File: config.mk
export PLATFORM = sky130hd
export DESIGN_NAME = rhpq_ctrl
export DESIGN_NICKNAME = d
export VERILOG_FILES = /design/src/rtl/rhpq_pkg.sv /design/src/rtl/rhpq_ctrl.sv
export SDC_FILE = /design/constraint.sdc
export NUM_CORES = 1
export LEC_CHECK = 0
export BUFFER_PORTS_ARGS = -buffer_cell sky130_fd_sc_hd__clkbuf_2
export CORE_AREA = 2 2 39 41
export DETAILED_ROUTE_END_ITERATION = 10
export DIE_AREA = 0 0 41 43
export GPL_TIMING_DRIVEN = 1
export PLACE_DENSITY = 0.45
export REMOVE_ABC_BUFFERS = 1
export SLEW_MARGIN = 20
export SYNTH_ARGS = -nofsm -noshare
export SYNTH_HDL_FRONTEND = slang
export SYNTH_SLANG_ARGS = --single-unit
File: constraint.sdc
create_clock -name clk -period 3.5 [get_ports clk]
set_clock_uncertainty 0.15 [all_clocks]
set_input_delay 0.7 -clock clk [delete_from_list [all_inputs] [get_ports clk]]
set_output_delay 0.7 -clock clk [all_outputs]
set_load 0.01 [all_outputs]
File: src/rtl/rhpq_pkg.sv
// ----------------------------------------------------------------------------
// rhpq_pkg
// Shared types, constants and codes of the monotone priority queue.
// ----------------------------------------------------------------------------
`default_nettype none

package rhpq_pkg;

  localparam int CAPACITY = 1024;
  localparam int IDX_W    = $clog2(CAPACITY);
  localparam int KEY_W    = 31;
  localparam int CNT_W    = $clog2(CAPACITY + 1);
  localparam int ENT_W    = KEY_W + 1;
  localparam int FUNC_W   = 3;
  localparam int STAT_W   = 3;
  localparam int IN_W     = 48;
  localparam int OUT_W    = 88;

  localparam logic [KEY_W-1:0] NO_KEY = {KEY_W{1'b1}};

  // operation codes
  localparam logic [FUNC_W-1:0] FN_PUSH   = 3'd0;
  localparam logic [FUNC_W-1:0] FN_DELMIN = 3'd1;
  localparam logic [FUNC_W-1:0] FN_MODIFY = 3'd2;
  localparam logic [FUNC_W-1:0] FN_QUERY  = 3'd3;
  localparam logic [FUNC_W-1:0] FN_CLEAR  = 3'd4;

  // status codes
  localparam logic [STAT_W-1:0] ST_OK      = 3'd0;
  localparam logic [STAT_W-1:0] ST_EMPTY   = 3'd1;
  localparam logic [STAT_W-1:0] ST_PRESENT = 3'd2;
  localparam logic [STAT_W-1:0] ST_ABSENT  = 3'd3;
  localparam logic [STAT_W-1:0] ST_SMALL   = 3'd4;

  typedef enum logic [2:0] {
    S_RST_CLEAR,
    S_IDLE,
    S_EXEC,
    S_SCAN,
    S_OP_CLEAR,
    S_DONE
  } state_t;

  typedef struct packed {
    logic latch;
    logic exec;
    logic sweep;
    logic scan;
    logic load_out;
  } cmd_t;

  typedef struct packed {
    logic need_scan;
    logic is_clear;
    logic sweep_last;
    logic scan_end;
    logic out_free;
  } sts_t;

endpackage

`default_nettype wire

File: src/rtl/rhpq_ctrl.sv
// ----------------------------------------------------------------------------
// rhpq_ctrl
// Sequencer of the priority queue: sweep, execute, scan and result hand-off.
// ----------------------------------------------------------------------------
`default_nettype none

module rhpq_ctrl (
  input  wire logic          clk,
  input  wire logic          rst,
  input  wire logic          in_valid,
  output logic               in_ready,
  input  wire rhpq_pkg::sts_t sts,
  output rhpq_pkg::cmd_t     cmd
);

  import rhpq_pkg::*;

  state_t state, state_next;

  // state register
  always_ff @(posedge clk) begin
    if (rst) begin
      state <= S_RST_CLEAR;
    end else begin
      state <= state_next;
    end
  end

  // next state
  always_comb begin
    state_next = state;
    unique case (state)
      S_RST_CLEAR: if (sts.sweep_last) state_next = S_IDLE;
      S_IDLE:      if (in_valid) state_next = S_EXEC;
      S_EXEC: begin
        priority if (sts.is_clear) state_next = S_OP_CLEAR;
        else if (sts.need_scan)    state_next = S_SCAN;
        else                       state_next = S_DONE;
      end
      S_SCAN:      if (sts.scan_end) state_next = S_DONE;
      S_OP_CLEAR:  if (sts.sweep_last) state_next = S_DONE;
      S_DONE:      if (sts.out_free) state_next = S_IDLE;
      default:     state_next = S_RST_CLEAR;
    endcase
  end

  // outputs
  always_comb begin
    cmd      = '0;
    in_ready = 1'b0;
    unique case (state)
      S_RST_CLEAR: cmd.sweep = 1'b1;
      S_IDLE: begin
        in_ready  = 1'b1;
        cmd.latch = in_valid;
      end
      S_EXEC:      cmd.exec = 1'b1;
      S_SCAN:      cmd.scan = 1'b1;
      S_OP_CLEAR:  cmd.sweep = 1'b1;
      S_DONE:      cmd.load_out = sts.out_free;
      default:     cmd = '0;
    endcase
  end

endmodule

`default_nettype wire

## After elaboration in Yosys (flattened, before gate mapping)

Index checks and enable logic that the tools add are counted.

- Flip-flop bits (word level): 3
- Input port bits: 8
- Output and inout bits: 6
- Word-level logic and storage cells: 28

- Eq/ne operators: 10
- Mux-type cells: 14
- Reductions and logical operators: 3

Operators by type and width:

| kind | number |
|---|---|
| $mux 3 | 7 |
| $pmux 3 s6 | 1 |
| $ne 2x2->1 const B | 5 |
| $eq 3x2->1 const B | 2 |
| $eq 3x3->1 const B | 2 |
| $mux 1 | 6 |
| $reduce_and 5->1 | 1 |
| $eq 3x1->1 const B | 1 |
| $logic_not 3->1 | 1 |
| $reduce_or 2->1 | 1 |

## Logic depth before layout (Yosys ltp)

Gate-level depths: netlist of the first run.

- Depth in word-level cells: 3
- Depth in mapped cells: 5
- Depth with buffers taken out: 4

## Least setup slack after synthesis of the first run

OpenSTA, ideal clock, no wires.

- Path kind: reg2out
- Start point: reg state[1]
- End point: out cmd[4] (netlist name)
- Arrival time: 0.983 ns
- Data required time: 2.650 ns
- Path slack: 1.667 ns
- Cell stages (with the launch flop): 4
- Buffers on the path: 0
- Cell sequence: dfxtp_1 nand2b_2 nor2_1 and2_4

RTL lines:

| item | line | text |
|---|---|---|
| start: declaration | rhpq_ctrl.sv:18 | `state_t state, state_next;` |
| start signal: assignment | rhpq_ctrl.sv:25 | `state <= state_next;` |
| end: declaration | rhpq_ctrl.sv:13 | `output rhpq_pkg::cmd_t cmd` |

==> impl_metrics.toml, run 1 <==
[logic_synthesis]
yosys.area.top_type_share_pct = 25.5
async_flop_share_pct = 0
synth_cell_type_count = 18
synth_common_cells = "8 x nor2_1, 3 x dfxtp_1, 2 x a21oi_1, 2 x nand2_1"
syn_area_um2 = 235
synth_edf_count = 0
synth_ff_type = "dfxtp_1"
post_synth.cell_area_avg_um2 = 8.11
synthTopCellsByArea = "dfxtp_1 26%, nor2_1 13%, a2111oi_2 6.4%"
ys_seq_area_share_pct = 25.5
yosysTopAreaCell = "dfxtp_1"
ys_ff_latch = 3
ys_warn_count = 0
yosysMostFrequentCell = "nor2_1"
synth_cells = 29

[worst_setup_path]
cp.arrival_ns = 1.29
worstSetupStartpoint = "state[1]"
critPathTopFamily = "simple AND/OR/NAND/NOR gates"
rr_worst_depth = 4
worstSetupStartpointType = "register"
endpoint = "cmd[4]"
critPathSlowestCell = "dfxtp_1"
reg2reg_setup_slack_ns = 1.92
reg2reg_from = "state[2]"
crit_buf_inv = 1
rr_endpoint = "state[2]"
cp.required_ns = 2.65
critPathMaxFanout = 9
crit_type = "reg2out"
path_cells = "nand2b_2 -> nor2_1 -> and2_4 -> clkbuf_2"
critPathMaxStageDelay_ns = 0.38
worstSetupEndpointType = "output pin"
path_depth = 4

[clocking]
postCtsHoldBufs = 0
worstSkewPairLatency_ns = 0.23
cts_resized = 0
root_buffer = "clkbuf_4"
clkTransAtPathRegs_ns = 0.04
cts_made_buffers = 3
cts_sinks = 3
post_cts_buffers = 0
cts_tree = "done"
htreeDepth = 1
cts_max_path_buffers = 2

[route]
drc = 0
dr.pass1.iters = 4
routed_wl_um = 574
dr.first_iter.drc_count = 2
wire_per_inst_um = 9.41
ant_nets = 0
vias = 255
vias_per_cell = 4.18

[power]
power_density_nw_per_um2 = 415
max-vdd-ir-drop_uv = 210
p_leak_nw = 0.153
power.total_mw = 0.141

[timing]
rsz0062_at_grt = "no"
fmax_ghz = 0.468
final_hold_viol_count = 0
fin_setup_tns_ns = 0
slew_headroom_pct = 79.3
setup_viol_count_final = 0
fin_crit_ns = 2.14
drv_slew = 0
timing.final.crit_share_pct = 61.1
tightestPinTransition_ns = 0.310

[min_path]
hp-class = "reg2reg"

[floorplan]
fp.dieW_um = 41
num_rows = 14
die_height_um = 43
start_util_pct = 17.0
dieArea_um2 = 1760
core_um2 = 1380
ioPinCount = 14

[global_route]
grt_pass1_vias = 223
antenna_found_initial = 0
gr-total-overflow = 0
grt_usage_pct = 7.72
grt_max_degree = 10
grt_pass1_wl_um = 938

[finish]
largestRegisters = "state (3)"
largest_reg_flops = 3
n_antenna_cell = 0
nNetsFinal = 54
drive_gt1_share_pct = 44.4
fin_util_pct = 24.5
areaGrowthSynthToFinish_pct = 44.1
regMostFlops = "state"

[flow_run]
maxCapViolCount = 0

[placement]
numPortBuffers = 13
post-dp-hpwl_um = 459
gp_congestion = 0.672

[outcome]
status = "finished, final reports clean"
[report_power, final]
part / total [mW] / switching (mW) / leakage (nW) / internal [mW]
Clock: 0.0593 / 0.0167 / 0.0150 / 0.0426
Sequential: 0.0442 / 0.00673 / 0.0246 / 0.0374
Combinational: 0.0371 / 0.0180 / 0.114 / 0.0190
Total: 0.141 / 0.0415 / 0.153 / 0.0991
[cell type report]
type,instances,area [um^2]
clock buffer,4,26.3
fill,153,1040
inverter,1,3.75
multi-input combinational,24,164
sequential,3,60.1
tap,16,20.0
timing repair buffer,13,65.1
[cells by family after synthesis]
group / share of synthesized area (%)
AND/OR/NAND/NOR: 37.2
AO/OA/AOI/OAI: 23.4
multiplexers: 9.04
flip-flops: 25.5
buffers and inverters: 4.79
[worst min path at each step]
stage                  start       end  slack, ns  cells past startpoint
finish              state[0]  state[0]       0.48                      2
CTS                 state[1]  state[0]       0.49                      1
detailed placement  state[1]  state[0]       0.47                      1
global route        state[0]  state[0]       0.52                      2
global placement    state[1]  state[0]       0.48                      1
floorplan           state[1]  state[0]       0.41                      1
[cell usage in the layout (no fill, tap or decap), types with 2 or more instances in the layout]
cell type and n:
clkbuf_2 13, nor2_1 8, nand2_1 2, clkbuf_4 3, dfxtp_1 3, a21oi_1 2
[metal layers]
metal  track usage (%)  part of all wire, %
met1              11.2                   52
met2              10.3                   40
met4                 0                    0
met5                 0                    0
met3              4.71                  8.5
[worst register-to-register path, cell delays in order, from the launching register on]
cell and delay [ns]:
dfxtp_1 0.49, mux2_1 0.37, o211ai_2 0.18, mux2i_1 0.23, nor2_1 0.05
[through the flow]
stage	std cells	setup slack (ns)	instance area [um^2]	hold slack, ns
after detailed placement	57	1.59	313	0.475
after CTS	61	1.34	339	0.488
after global routing	61	1.26	339	0.524
final	61	1.36	339	0.485
after global placement	57	1.59	313	0.478
after floorplan	28	1.67	228	0.409
(Power assumes the default switching activity.)
==> inputs of run 2 (changes only) <==
--- a/config.mk
+++ b/config.mk
@@ -5,12 +5,13 @@
 export SDC_FILE = /design/constraint.sdc
 export NUM_CORES = 1
 export LEC_CHECK = 0
+export ABC_AREA = 1
 export BUFFER_PORTS_ARGS = -buffer_cell sky130_fd_sc_hd__clkbuf_2
 export CORE_AREA = 2 2 39 41
 export DETAILED_ROUTE_END_ITERATION = 10
 export DIE_AREA = 0 0 41 43
 export GPL_TIMING_DRIVEN = 1
-export PLACE_DENSITY = 0.45
+export PLACE_DENSITY = 0.48
 export REMOVE_ABC_BUFFERS = 1
 export SLEW_MARGIN = 20
 export SYNTH_ARGS = -nofsm -noshare
==> constraint.sdc (replaced) <==
create_clock -name clk -period 2.11 [get_ports clk]
set_clock_uncertainty 0.15 [all_clocks]
set_input_delay 0.422 -clock clk [delete_from_list [all_inputs] [get_ports clk]]
set_output_delay 0.422 -clock clk [all_outputs]
set_load 0.01 [all_outputs]
==> run 2 against run 1 <==
  * Sequential power increased by 81%
  * Power increased by 100%
  * Wire length increased by 1.4%
  * Combinational power increased to 2.7 times the previous value
  * Synthesized cell count increased by 66%
  * Non-clock buffer count unchanged
  * First-iteration DRC count increased to 4.0 times the previous value
  * Critical endpoint unchanged
  * Largest power group is now combinational cells
==> impl_metrics.toml, run 2 <==
[logic_synthesis]
synth_cell_type_count = 13
post_synth.cell_area_avg_um2 = 5.66
async_flop_share_pct = 0
ys_warn_count = 0
synth_edf_count = 0
synth_common_cells = "10 x inv_1, 10 x nor2_1, 7 x nand2_1"
ys_ff_latch = 3
synth_cells = 48
synth_ff_type = "dfxtp_1"
ys_seq_area_share_pct = 22.1
syn_area_um2 = 272
synthTopCellsByArea = "dfxtp_1 22%, inv_1 14%, nor2_1 14%"
yosys.area.top_type_share_pct = 22.1
yosysTopAreaCell = "dfxtp_1"

[power]
switchingPower_mw = 0.104
p_leak_nw = 0.221
p_seq_share_pct = 28.5
combPwrFrac_pct = 36.2
power_density_nw_per_um2 = 736
internal_power_mw = 0.178
max-vdd-ir-drop_uv = 249
clkPwrFrac_pct = 35.3
netSwitchingFraction_pct = 36.8

[finish]
design_area_um2 = 383
fill_cells = 166
drive_gt1_share_pct = 38.5
largestRegisters = "state (3)"
n_antenna_cell = 0
nNetsFinal = 74
final_common_cell = "clkbuf_2"
final_cell_mix = "13 x clkbuf_2, 10 x inv_1, 10 x nor2_1"
fin_cells = 81
areaGrowthSynthToFinish_pct = 41.0
largest_reg_flops = 3
regMostFlops = "state"

[floorplan]
fp.dieW_um = 41
dieArea_um2 = 1760
num_rows = 14
core_um2 = 1380
die_height_um = 43
start_util_pct = 19.6
ioPinCount = 14

[timing]
tightestPinTransition_ns = 0.266
holdWs_ns = 0.239
final_hold_viol_count = 0
slew_headroom_pct = 82.2
fmax_ghz = 0.611
setup_viol_count_final = 0
timing.final.crit_share_pct = 77.5
fin_crit_ns = 1.64
drv_slew = 0
rsz0062_at_grt = "no"
fin_ws_ns = 0.474
fin_setup_tns_ns = 0

[global_route]
grt_usage_pct = 9.13
gr-total-overflow = 0
grt_max_degree = 8
antenna_found_initial = 0
grt_pass1_wl_um = 1070
grt_pass1_vias = 312

[worst_setup_path]
cp.required_ns = 1.54
critPathSlowestCell = "dfxtp_1"
critPathMaxStageDelay_ns = 0.37
critPathMaxFanout = 7
worstSetupEndpointType = "output pin"
worstSetupStartpointType = "register"
path_cells = "inv_2 -> nand3_2 -> nor2_1 -> clkbuf_2"
cp.arrival_ns = 1.06
crit_type = "reg2out"

[flow_run]
maxCapViolCount = 0

[route]
wire_per_inst_um = 7.19
routed_wl_um = 582
drc = 0
vias = 321
ant_nets = 0
vias_per_cell = 3.96
dr.pass1.iters = 4
dr.first_iter.drc_count = 8

[placement]
numPortBuffers = 13
dp_slack_ns = 0.699
gp_congestion = 0.664
post-dp-hpwl_um = 509
placed_cells = 77
placed_area_um2 = 357

[clocking]
postCtsHoldBufs = 0
cts_tree = "done"
post_cts_buffers = 0
cts_max_path_buffers = 2
worstSkewPairLatency_ns = 0.23
cts_sinks = 3
cts_resized = 0
root_buffer = "clkbuf_4"
clkTransAtPathRegs_ns = 0.04
htreeDepth = 1
cts_made_buffers = 3

[min_path]
hp-class = "in2reg"

[outcome]
status = "finished, final reports clean"
[run 2: changes by cell type after synthesis, moves of 2 or more]
cell / previous run / this run
nor2_2: 0 / 3
nand2_1: 2 / 7
inv_2: 0 / 2
nor2_1: 8 / 10
nand3_2: 0 / 2
inv_1: 1 / 10
nand3_1: 0 / 5
[run 2: per-stage QoR]
stage               power, mW  util, %
global placement        0.187     25.8
floorplan               0.153        -
CTS                     0.292     27.7
global route            0.316     27.7
detailed placement      0.186     25.8
finish                  0.282     27.7
[run 2: power groups by stage]
stage	Combinational, mW	Sequential [mW]	Clock, mW
global placement	0.107	0.0809	0
CTS	0.105	0.0804	0.106
global route	0.119	0.0828	0.114
detailed placement	0.105	0.0814	0
floorplan	0.0744	0.0782	0
finish	0.102	0.0802	0.0994
[run 2: layer usage]
layer / vias to the layer above / wire, um / GRT usage, %
li1: 180 / - / -
met1: 135 / 246 / 10.3
met2: 6 / 314 / 13.8
met3: 0 / 21 / 1.57
met4: 0 / 0 / 8.00
met5: - / 0 / 0
[run 2: path summary, 6_finish.rpt]
check / start / endpoint / slack, ns / cells after the start
setup / recovery: state[2] / cmd[4] / 0.47 / 4
hold / removal: rst / state[1] / 0.24 / 2
setup reg to reg: state[2] / state[2] / 0.79 / 7
hold reg to reg: state[2] / state[2] / 0.46 / 2
[run 2: worst max-delay path, delay by kind of cell (launching register included)]
| kind | cells | cell delay (ns) |
|---|---|---|
| DFF | 1 | 0.37 |
| buffers and inverters | 2 | 0.23 |
| and+or+nand+nor | 2 | 0.23 |
[run 2: final cells by class]
class | instances | area, um^2 | share of cell area [%]
Sequential cell | 3 | 60.1 | 15.7
Tap cell | 16 | 20.0 | 5.23
Multi-Input combinational cell | 33 | 166 | 43.5
Timing Repair Buffer | 13 | 65.1 | 17.0
Clock buffer | 4 | 26.3 | 6.86
Inverter | 12 | 45.0 | 11.8
[run 2: cells by family (layout without fill, tap and decap cells)]
group	after synthesis	in the layout	share of synthesized area, %
buf+inv	12	29	16.6
simple gates	29	29	52.5
compound gates	4	4	8.75
flops	3	3	22.1
